**src/gta_pkg.sv**
```systemverilog
// shared types, constants and lookup functions for the gimbal angle tracker
`default_nettype none
package gta_pkg;

	// fixed field widths
	localparam int BOX_W  = 12;
	localparam int CLS_W  = 8;
	localparam int GSD_W  = 16;
	localparam int DIST_W = 24;
	localparam int INT_W  = 16;
	localparam int CMD_W  = 15;

	// shared divider: 62-bit dividend, 32-bit divisor
	localparam int NUM_W = 62;
	localparam int DSR_W = 32;
	localparam int DCNT_W = 6;

	// cordic widths
	localparam int CX_W   = 34;
	localparam int CZ_W   = 27;
	localparam int ITERS  = 25;
	localparam int CI_W   = 5;

	// square root datapath width
	localparam int SQ_W = 62;

	// fixed point constants
	localparam logic [CX_W-1:0]  KINV_Q30   = CX_W'(652032874);
	localparam logic [NUM_W-1:0] ONE_Q30    = NUM_W'(64'd1 << 30);
	localparam logic [NUM_W-1:0] CLAMP_Q31  = NUM_W'(64'd1 << 31);
	localparam logic [SQ_W-1:0]  ONE_Q60    = SQ_W'(64'd1 << 60);
	localparam int               RECIP10    = 838861;
	localparam int               RECIP_SH   = 23;
	localparam int               RECIP_W    = 20;
	localparam int               ARG_SH     = 22;

	// command to Q24 angle: 2^24/10000 = 1677 + 451/625, the fraction by reciprocal of 625
	localparam int COSY_W    = 24;
	localparam int COS_RW    = 25;
	localparam int COS_HI    = 1677;
	localparam int COS_LO    = 451;
	localparam int COS_RND   = 312;
	localparam int COS_RECIP = 27487791;
	localparam int COS_SH    = 34;

	// opcode of an input beat
	localparam logic OPC_BOX  = 1'b0;
	localparam logic OPC_TICK = 1'b1;

	// register map
	typedef enum logic [2:0] {
		REG_TARGET_CLASS = 3'd0,
		REG_CENTER_X     = 3'd1,
		REG_CENTER_Y     = 3'd2,
		REG_GROUND       = 3'd3,
		REG_DISTANCE     = 3'd4,
		REG_MIN_INTERVAL = 3'd5
	} reg_idx_t;

	typedef struct packed {
		logic [CLS_W-1:0]  target_class;
		logic [BOX_W-1:0]  center_x;
		logic [BOX_W-1:0]  center_y;
		logic [GSD_W-1:0]  ground_sample;
		logic [DIST_W-1:0] target_distance;
		logic [INT_W-1:0]  min_interval;
	} cfg_t;

	// controller states
	typedef enum logic [4:0] {
		S_IDLE,
		S_ERR,
		S_MUL,
		S_DIVA_GO,
		S_DIVA_WAIT,
		S_ARG,
		S_DIVC_GO,
		S_DIVC_WAIT,
		S_ROT_GO,
		S_ROT_WAIT,
		S_PCHK,
		S_DIVP_WAIT,
		S_ARGP,
		S_SQ,
		S_SQRT_GO,
		S_SQRT_WAIT,
		S_VEC_GO,
		S_VEC_WAIT,
		S_CMD,
		S_EMIT
	} state_t;

	// datapath operations
	typedef enum logic [4:0] {
		OP_NONE,
		OP_TICK,
		OP_SMOOTH,
		OP_ERR,
		OP_MUL,
		OP_DIV_ARG,
		OP_ARG,
		OP_DIV_COS,
		OP_CORD_ROT,
		OP_DIV_PITCH,
		OP_ARG_P,
		OP_ARG_PSAT,
		OP_SQ,
		OP_SQRT,
		OP_CORD_VEC,
		OP_CMD,
		OP_EMIT
	} op_t;

	typedef struct packed {
		op_t  op;
		logic pitch;
	} cmd_t;

	typedef struct packed {
		logic class_hit;
		logic busy;
		logic cos_pos;
		logic tick_ok;
		logic out_free;
	} sts_t;

	// arctangent of 2^-i in Q24 radians
	function automatic logic [CZ_W-1:0] atan_lut(input logic [CI_W-1:0] i);
		logic [CZ_W-1:0] v;
		case (i)
			5'd0:    v = CZ_W'(13176795);
			5'd1:    v = CZ_W'(7778716);
			5'd2:    v = CZ_W'(4110060);
			5'd3:    v = CZ_W'(2086331);
			5'd4:    v = CZ_W'(1047214);
			5'd5:    v = CZ_W'(524117);
			5'd6:    v = CZ_W'(262123);
			5'd7:    v = CZ_W'(131069);
			5'd8:    v = CZ_W'(65536);
			5'd9:    v = CZ_W'(32768);
			5'd10:   v = CZ_W'(16384);
			5'd11:   v = CZ_W'(8192);
			5'd12:   v = CZ_W'(4096);
			5'd13:   v = CZ_W'(2048);
			5'd14:   v = CZ_W'(1024);
			5'd15:   v = CZ_W'(512);
			5'd16:   v = CZ_W'(256);
			5'd17:   v = CZ_W'(128);
			5'd18:   v = CZ_W'(64);
			5'd19:   v = CZ_W'(32);
			5'd20:   v = CZ_W'(16);
			5'd21:   v = CZ_W'(8);
			5'd22:   v = CZ_W'(4);
			5'd23:   v = CZ_W'(2);
			5'd24:   v = CZ_W'(1);
			default: v = '0;
		endcase
		return v;
	endfunction

endpackage
`default_nettype wire

```
**src/gta_ctrl.sv**
```systemverilog
// sequencing state machine of the gimbal angle tracker
`default_nettype none
module gta_ctrl import gta_pkg::*; (
	input  wire  logic clk,
	input  wire  logic arst_n,
	input  wire  logic in_valid,
	input  wire  logic opcode,
	input  wire  sts_t sts,
	output logic       in_stall,
	output cmd_t       cmd
);

	state_t state_q, state_d;
	logic   phase_q;

	// state and phase registers
	always_ff @(posedge clk or negedge arst_n) begin
		if (!arst_n) begin
			state_q <= S_IDLE;
			phase_q <= 1'b0;
		end else begin
			state_q <= state_d;
			if (state_q == S_IDLE)
				phase_q <= 1'b0;
			else if (state_q == S_CMD)
				phase_q <= 1'b1;
		end
	end

	// next state
	always_comb begin
		state_d = state_q;
		case (state_q)
			S_IDLE: begin
				if (in_valid && opcode == OPC_BOX && sts.class_hit)
					state_d = S_ERR;
			end
			S_ERR:       state_d = S_MUL;
			S_MUL:       state_d = S_DIVA_GO;
			S_DIVA_GO:   state_d = S_DIVA_WAIT;
			S_DIVA_WAIT: if (!sts.busy) state_d = S_ARG;
			S_ARG:       state_d = phase_q ? S_DIVC_GO : S_SQ;
			S_DIVC_GO:   state_d = S_DIVC_WAIT;
			S_DIVC_WAIT: if (!sts.busy) state_d = S_ROT_GO;
			S_ROT_GO:    state_d = S_ROT_WAIT;
			S_ROT_WAIT:  if (!sts.busy) state_d = S_PCHK;
			S_PCHK:      state_d = sts.cos_pos ? S_DIVP_WAIT : S_SQ;
			S_DIVP_WAIT: if (!sts.busy) state_d = S_ARGP;
			S_ARGP:      state_d = S_SQ;
			S_SQ:        state_d = S_SQRT_GO;
			S_SQRT_GO:   state_d = S_SQRT_WAIT;
			S_SQRT_WAIT: if (!sts.busy) state_d = S_VEC_GO;
			S_VEC_GO:    state_d = S_VEC_WAIT;
			S_VEC_WAIT:  if (!sts.busy) state_d = S_CMD;
			S_CMD:       state_d = phase_q ? S_EMIT : S_MUL;
			S_EMIT: begin
				if (!sts.tick_ok || sts.out_free)
					state_d = S_IDLE;
			end
			default:     state_d = S_IDLE;
		endcase
	end

	// datapath commands
	always_comb begin
		cmd.op    = OP_NONE;
		cmd.pitch = phase_q;
		in_stall  = (state_q != S_IDLE);
		case (state_q)
			S_IDLE: begin
				if (in_valid) begin
					if (opcode == OPC_TICK)
						cmd.op = OP_TICK;
					else if (sts.class_hit)
						cmd.op = OP_SMOOTH;
				end
			end
			S_ERR:     cmd.op = OP_ERR;
			S_MUL:     cmd.op = OP_MUL;
			S_DIVA_GO: cmd.op = OP_DIV_ARG;
			S_ARG:     cmd.op = OP_ARG;
			S_DIVC_GO: cmd.op = OP_DIV_COS;
			S_ROT_GO:  cmd.op = OP_CORD_ROT;
			S_PCHK:    cmd.op = sts.cos_pos ? OP_DIV_PITCH : OP_ARG_PSAT;
			S_ARGP:    cmd.op = OP_ARG_P;
			S_SQ:      cmd.op = OP_SQ;
			S_SQRT_GO: cmd.op = OP_SQRT;
			S_VEC_GO:  cmd.op = OP_CORD_VEC;
			S_CMD:     cmd.op = OP_CMD;
			S_EMIT: begin
				if (sts.tick_ok && sts.out_free)
					cmd.op = OP_EMIT;
			end
			default:   cmd.op = OP_NONE;
		endcase
	end

endmodule
`default_nettype wire

```
**config.mk**
```make
export PLATFORM = sky130hd
export DESIGN_NAME = gta_ctrl
export DESIGN_NICKNAME = d
export VERILOG_FILES = /design/src/gta_pkg.sv /design/src/gta_ctrl.sv
export SDC_FILE = /design/constraint.sdc
export NUM_CORES = 1
export LEC_CHECK = 0
export ABC_AREA = 1
export BUFFER_PORTS_ARGS = -buffer_cell sky130_fd_sc_hd__buf_2
export CAP_MARGIN = 20
export CORE_MARGIN = 5
export CORE_UTILIZATION = 51
export DETAILED_ROUTE_END_ITERATION = 7
export PLACE_DENSITY = 0.76
export SYNTH_ARGS = -nofsm -noshare
export SYNTH_HDL_FRONTEND = slang
export SYNTH_SLANG_ARGS = --single-unit
export TNS_END_PERCENT = 20
```
**constraint.sdc**
```tcl
create_clock -name clk -period 1.7 [get_ports clk]
set_clock_uncertainty 0.2 [all_clocks]
set_input_delay 0.085 -clock clk [delete_from_list [all_inputs] [get_ports clk]]
set_output_delay 0.085 -clock clk [all_outputs]
set_load 0.01 [all_outputs]
```
# After elaboration in Yosys (flattened, before gate mapping)
# Index checks and enable logic that the tools add are counted.
[totals]
out_inout_bits = 7
register_bits = 6
elab_cells = 59
in_bits = 9
[op_classes]
mux = 20
reduce_logical = 9
bitwise_logic = 1
n_eq_ne = 27
[ops]
columns = ["cell", "count"]
rows = [
  ["$pmux 5 s20", 1],
  ["$pmux 5 s14", 1],
  ["$mux 5", 10],
  ["$eq 5x4->1 const B", 8],
  ["$eq 5x3->1 const B", 4],
  ["$eq 5x5->1 const B", 4],
  ["$ne 2x2->1 const B", 7],
  ["$eq 5x2->1 const B", 2],
  ["$mux 2", 4],
  ["$reduce_and 8->1", 1],
  ["$eq 5x1->1 const B", 1],
  ["$logic_not 5->1", 1],
  ["$reduce_bool 5->1", 1],
  ["$mux 4", 1],
  ["$logic_and 1x1->1", 3],
  ["$mux 3", 1],
  ["$mux 1", 2],
  ["$ne 2x1->1 const B", 1],
  ["$reduce_bool 2->1", 1],
  ["$logic_not 1->1", 1],
  ["$logic_or 1x1->1", 1],
  ["$not 1->1", 1],
]

# Longest topological paths before layout
# Gate-level depths: netlist of run 1.
[depth]
depth_word = 5
ltp_mapped = 10
ltp_nobuf = 9

# Worst setup path after synthesis of run 1
# No wires, ideal clock.
[synth_path]
kind = "reg-to-output"
from = "reg state_q[0]"
to = "out cmd[2] (netlist name)"
arrival_time_ns = 1.229
path_slack_ns = 0.186
t_required_ns = 1.415
path_stages_with_launch = 8
path_cell_list = "dfrtp_1 > nor2_1 > inv_1 > nor3_2 > inv_2 > nor2_1 > nor3_1 > nand2_1"
[synth_rtl]
columns = ["element", "line_no", "text"]
rows = [
  ["start, declared", "gta_ctrl.sv:13", "state_t state_q, state_d;"],
  ["start signal, assigned", "gta_ctrl.sv:22", "state_q <= state_d;"],
  ["end, declared", "gta_ctrl.sv:10", "output cmd_t cmd"],
]

==> results of run 1 <==
==> power groups by stage <==
stage / Sequential (W) / Combinational (W) / Clock, W
6_report: 0.000370 / 0.00176 / 0.000142
5_1_grt: 0.000380 / 0.00190 / 0.000153
4_1_cts: 0.000330 / 0.00139 / 0.000139
3_5_place_dp: 0.000305 / 0.00125 / 0
3_3_place_gp: 0.000304 / 0.00124 / 0
2_1_floorplan: 0.000276 / 0.000889 / 0
==> cell usage after synthesis, drive strengths merged <==
cell type	n	area share, %
inv	19	9.7
nand2	51	27
buf	2	2.5
nor2	27	17
nand3	20	14
and3	1	0.82
dfrtp	6	20
nand4	3	2.5
a21oi	1	0.66
o21ai	4	2.6
nor3	4	3.3
==> flip-flops by register name, summed over array words and instances (netlist names) <==
| name | count |
|---|---|
| state_q | 5 |
| phase_q | 1 |
==> routing by layer <==
layer	routed length, µm	GRT usage, %	up-vias	share of wire (%)
met3	233	5.83	11	8.3
met2	1330	33.3	64	47
li1	-	-	511	-
met4	95	8.97	0	3.4
met1	1150	25.7	485	41
met5	0	0	-	0
==> layout by cell type, fill, tap and decap left out, drive strengths merged <==
cell type / instances
nor2: 27
dlygate4sd3: 3
nand4: 3
nand2: 51
nor3: 4
buf: 33
dfrtp: 6
nand3: 20
a21oi: 1
o21ai: 4
and3: 1
clkbuf: 3
inv: 19
==> how the worst max path moves through the flow <==
stage	end	slack, ps	cells past startpoint
after global placement	cmd[3]	80	6
after floorplan	cmd[2]	190	7
after detailed placement	cmd[3]	100	6
after global routing	cmd[1]	-200	7
after CTS	cmd[2]	-50	8
final	cmd[2]	-130	8
==> cells by family (layout without fill, tap and decap cells) <==
family	after synthesis	in the layout	synth area share, %
simple gates	106	106	64.8
flops	6	6	19.7
compound gates	5	5	3.29
buf+inv	21	58	12.2
==> per-stage QoR <==
stage / instance area, µm² / setup TNS [ps]
final: 1130 / -786
after global routing: 1130 / -1510
after CTS: 996 / -149
after detailed placement: 875 / 0
after global placement: 875 / 0
after floorplan: 761 / 0
==> worst reg2reg max path, delay by kind of cell, from the launching register on <==
family                 cells  cell delay [ps]
AND/OR/NAND/NOR            8              800
flip-flops                 1              480
buffers and inverters      2              220
==> final cells by class <==
cell class	count	area, µm²	share of cell area, %
clock buffer	3	22.5	2.00
multi-input combinational	111	608	53.9
tap	16	20.0	1.78
timing repair buffer	36	244	21.6
sequential	6	156	13.9
inverter	19	76.3	6.77
==> what timing repair did <==
| action | CTS | global route |
|---|---|---|
| hold buffers | 3 | 0 |
| setup buffers | 4 | 9 |
| endpoints found under the setup margin | 4 | 10 |
| resized for setup | 16 | 20 |
| pin swaps | 2 | 10 |
| hold endpoints to repair | 6 | 0 |
==> results_dict.tcl, run 1 <==
set metrics [dict create \
    hold_violations 0 \
    filler_cell_count 106 \
    grt_pass1_wl_mm 3.98 \
    rsz0062_at_grt "yes" \
    critical-path-slowest-cell "sky130_fd_sc_hd__dfrtp_2" \
    ir_drop_v 0.00112 \
    starting_density_of_the_core_pct 52.3 \
    sequence_of_cells_on_the_critical_path "inv_2 > nand2_4 > nor2_1 > nand2_1 > nand2_2 > nor3_2 > nand2_1 > buf_2" \
    max_stage_delay_ps 480 \
    period_share_pct 108 \
    finalCoreUtilization_pct 77.5 \
    power_switching_share_pct 55.1 \
    violations "negative setup slack" \
    coreArea_um2 1450 \
    cts_root_buf "sky130_fd_sc_hd__clkbuf_4" \
    portBuffers 15 \
    antenna_violations_before_repair 0 \
    clkTransAtPathRegs_ps 50 \
    clkSinkCount 6 \
    worst_path_most_repeated_cell "sky130_fd_sc_hd__nand2_1" \
    setup.worst_path.class "flop to output port" \
    critical-path-top-delay-family "simple AND/OR/NAND/NOR gates" \
    layout_setup_ws_ps -130 \
    critPathLaunch "state_q[1]" \
    globalRoute.totalOverflow 0 \
    antenna_left 0 \
    firstDrtPassIters 4 \
    clockPowerShare_pct 6.2 \
    pin_count 16 \
    drt_first_iter_violations 60 \
    viasPerCell 5.61 \
    cts-root-to-sink-buffers 2 \
    slew_headroom_pct 82.4 \
    vertical_die_dimension_um 48.6 \
    cts_max_level 1 \
    cts_made_buffers 3 \
    total_power_per_unit_cell_area_nw_per_um2 2020 \
    grt_util_overall_pct 20.7 \
    total_vias_in_the_final_route 1071 \
    syn2layout_area_growth_pct 48.2 \
    first_global_vias 920 \
    route.detailed.drc 0 \
    final-max-slew-violation-count 0 \
    hpwlAfterDp_mm 1.73 \
    finalHoldWorstSlack_ps 71.7 \
    area_of_the_mapped_netlist_um2 761 \
    ff_to_ff_end "state_q[2]" \
    worst_hold_path.endpoint "state_q[1]" \
    clock_tree_from_tritoncts "done" \
    floorplan.die_area_um2 2360 \
    crit_required_ps 1410 \
    status "finished, violations left" \
    cp_max_fo 5 \
    worstPathBufferInverterCount 2 \
    die_w_um 48.6 \
    max_clock_freq_mhz 546 \
    share_seq_of_total_power_pct 16.3 \
    mappedNetlistNets 147 \
    min_period_ps 1830 \
    transition_at_the_pin_with_the_smallest_max_transition_slack_ps 261 \
    n_antenna_cell 0 \
    clkLatencyLatePin_ps 250 \
    power.internal_w 0.00102 \
    postSynthRegisterBits 6 \
    cp.arrival_ps 1550 \
    register_to_register_setup_slack_ps -130 \
    finalNetCount 186 \
    drive_above_1_share_pct 46.9 \
    syn-mean-instance-area_um2 5.51 \
    place_worst_setup_slack_ps 105 \
    r2r_cells 10 \
    synthesis.instances 138 \
    grt_start_max_net_pins 8 \
    setup_violating_endpoint_count_in_the_final_report 10 \
    max-cap-violations 0 \
    place_inst 172 \
    synth.yosys.seq_area_share_pct 19.7 \
    static-leakage-power_nw 0.648 \
    timing.rr.start "state_q[1]" \
    worst_setup_path_end_kind "output port" \
    holdPathStages 7 \
    drt-wirelength-per-cell_um 14.7 \
    num_rows 14 \
    layoutNonFillerInstCount 191 \
    synth_cell_types 20 \
    p_comb_share_pct 77.5 \
    cp-start-kind "flop" \
    drt-total-wl_mm 2.81 \
    synthesis.yosys.warnings 0 \
    totalPowerFinal_w 0.00227 \
    timing.hold.worst.start "sts[2]" \
    switchingPower_w 0.00125 \
    hold_class "input port to flop" \
    finalWeightedCongestion 0.933 \
]
(Power assumes the default switching activity.)
==> inputs of run 2 (changes only) <==
--- a/config.mk
+++ b/config.mk
@@ -8,10 +8,12 @@
 export ABC_AREA = 1
 export BUFFER_PORTS_ARGS = -buffer_cell sky130_fd_sc_hd__buf_2
 export CAP_MARGIN = 20
+export CELL_PAD_IN_SITES_DETAIL_PLACEMENT = 2
+export CELL_PAD_IN_SITES_GLOBAL_PLACEMENT = 2
 export CORE_MARGIN = 5
-export CORE_UTILIZATION = 51
+export CORE_UTILIZATION = 26
 export DETAILED_ROUTE_END_ITERATION = 7
-export PLACE_DENSITY = 0.76
+export PLACE_DENSITY = 0.78
 export SYNTH_ARGS = -nofsm -noshare
 export SYNTH_HDL_FRONTEND = slang
 export SYNTH_SLANG_ARGS = --single-unit
==> results_dict.tcl, run 2 (same netlist as run 1, synthesis figures left out) <==
set metrics [dict create \
    finalNetCount 181 \
    register_to_register_setup_slack_ps -90 \
    place_inst 186 \
    cts_max_level 1 \
    totalPowerFinal_w 0.00257 \
    setup.worst_path.class "flop to output port" \
    layout_setup_ws_ps -130 \
    layoutNonFillerInstCount 201 \
    finalWeightedCongestion 0.981 \
    min_period_ps 1830 \
    route.detailed.drc 0 \
    num_rows 19 \
    biggestRegsByFlops "state_q (5), phase_q (1)" \
    max_stage_delay_ps 480 \
    drt-wirelength-per-cell_um 22.0 \
    drt-total-wl_mm 4.42 \
    starting_density_of_the_core_pct 27.4 \
    cts-root-to-sink-buffers 2 \
    finalCoreUtilization_pct 44.4 \
    setup_violating_endpoint_count_in_the_final_report 10 \
    slew_headroom_pct 81.3 \
    n_antenna_cell 0 \
    layout_common_cells "sky130_fd_sc_hd__nand2_1, sky130_fd_sc_hd__nand3_1, sky130_fd_sc_hd__buf_2, sky130_fd_sc_hd__nor2_4, sky130_fd_sc_hd__nand2_2" \
    floorplan.die_area_um2 4110 \
    ff_to_ff_end "state_q[2]" \
    antenna_left 0 \
    hold_violations 0 \
    register_with_the_most_flip_flops "state_q" \
    largest_reg_flops 5 \
    worst_setup_path_end_kind "output port" \
    clkSinkCount 6 \
    cts_made_buffers 3 \
    period_share_pct 108 \
    use_met2_pct 39.3 \
    portBuffers 15 \
    grt_start_max_net_pins 10 \
    met1_resource_use_gr_pct 23.3 \
    total_power_per_unit_cell_area_nw_per_um2 2080 \
    cp_max_fo 5 \
    final-max-slew-violation-count 0 \
    coreArea_um2 2780 \
    crit_required_ps 1410 \
    clock_tree_from_tritoncts "done" \
    syn2layout_area_growth_pct 62.5 \
    sequence_of_cells_on_the_critical_path "inv_4 > nand2_4 > nor3_4 > inv_2 > nor2_2 > nor3_2 > nand2_1 > buf_2" \
    drive_above_1_share_pct 52.9 \
    transition_at_the_pin_with_the_smallest_max_transition_slack_ps 281 \
    max-cap-violations 0 \
    timing.hold.worst.start "sts[2]" \
    hpwlAfterDp_mm 2.70 \
    grt_pass1_wl_mm 6.60 \
    firstDrtPassIters 4 \
    drt_first_iter_violations 25 \
    rsz0062_at_grt "yes" \
    critical-path-slowest-cell "sky130_fd_sc_hd__dfrtp_2" \
    viasPerCell 5.44 \
    ir_drop_v 0.00129 \
    cts_root_buf "sky130_fd_sc_hd__clkbuf_4" \
    filler_cell_count 325 \
    place_area_um2 886 \
    cp-start-kind "flop" \
    clkTransAtPathRegs_ps 70 \
    holdPathStages 6 \
    hold_class "input port to flop" \
    die_w_um 64.1 \
    postLayoutCellArea_um2 1240 \
    violations "negative setup slack" \
    timing.rr.start "state_q[2]" \
    cp.arrival_ps 1550 \
    grt_util_overall_pct 20.6 \
    clkLatencyLatePin_ps 270 \
    antenna_violations_before_repair 0 \
    max_clock_freq_mhz 546 \
    globalRoute.totalOverflow 0 \
    first_global_vias 1248 \
    pin_count 16 \
    place_worst_setup_slack_ps 8.23 \
    most_common_cell_after_layout_fill_and_taps_aside "sky130_fd_sc_hd__nand2_1" \
    globalRoute.busiestLayer "met2" \
    total_vias_in_the_final_route 1093 \
    grt_util_met3_pct 4.03 \
    static-leakage-power_nw 0.658 \
    status "finished, violations left" \
    r2r_cells 9 \
    worst_hold_path.endpoint "state_q[2]" \
    vertical_die_dimension_um 64.1 \
]
[run 2: cell types whose count changed in the layout (fill, tap and decap cells not counted), moves of 3 or more]
cell                      delta
sky130_fd_sc_hd__buf_4       -7
sky130_fd_sc_hd__buf_6       +3
sky130_fd_sc_hd__nand2_1     -6
sky130_fd_sc_hd__nand2_2     +4
sky130_fd_sc_hd__nor2_1      -3
sky130_fd_sc_hd__nor2_2      -4
sky130_fd_sc_hd__nor2_4      +7
[run 2: repair_timing]
action / CTS / global route
buffers inserted: 6 / 3
endpoints found under the hold margin: 6 / 0
endpoints found under the setup margin: 8 / 10
pin swaps: 3 / 15
gates resized for setup: 34 / 34
hold buffers: 3 / 0
[run 2: layout make-up]
class	count	area, µm²	share of cell area [%]
multi-input cells	111	714	57.8
repair buffers	31	220	17.8
flip-flops and latches	6	156	12.7
inverters	19	83.8	6.78
well taps	31	38.8	3.14
clock buffers	3	22.5	1.82
[run 2: worst max path at each step]
stage               cells past startpoint  slack [ps]         end        from
floorplan                               7         190      cmd[2]  state_q[0]
global placement                        9          50  state_q[2]  state_q[1]
detailed placement                      9           8  state_q[2]  state_q[4]
CTS                                     6         -60      cmd[4]  state_q[0]
global route                            8        -210      cmd[2]  state_q[1]
finish                                  8        -130      cmd[2]  state_q[2]
[run 2: power by group]
part	switching, W	internal, W	total, W	leakage, nW
sequential	0.000179	0.000214	0.000393	0.0710
combinational	0.00126	0.000764	0.00202	0.573
clock	0.0000771	0.0000814	0.000159	0.0138
total	0.00151	0.00106	0.00257	0.658
[run 2: worst max-delay path, delay by kind of cell (launching register included)]
family        cells  cell delay, ps
buf+inv           3             300
simple gates      5             470
flops             1             480
[run 2: routing by layer]
metal,part of all wire [%],wire length [µm]
met3,4.2,186
met1,40,1750
met5,0,0
met4,2.4,106
met2,54,2380
[run 2: stage by stage]
step	hold slack (ps)	TNS, ps
after floorplan	-411	0
after CTS	87.4	-257
final	67.1	-856
after global placement	-283	0
after global routing	112	-1670
after detailed placement	-281	0
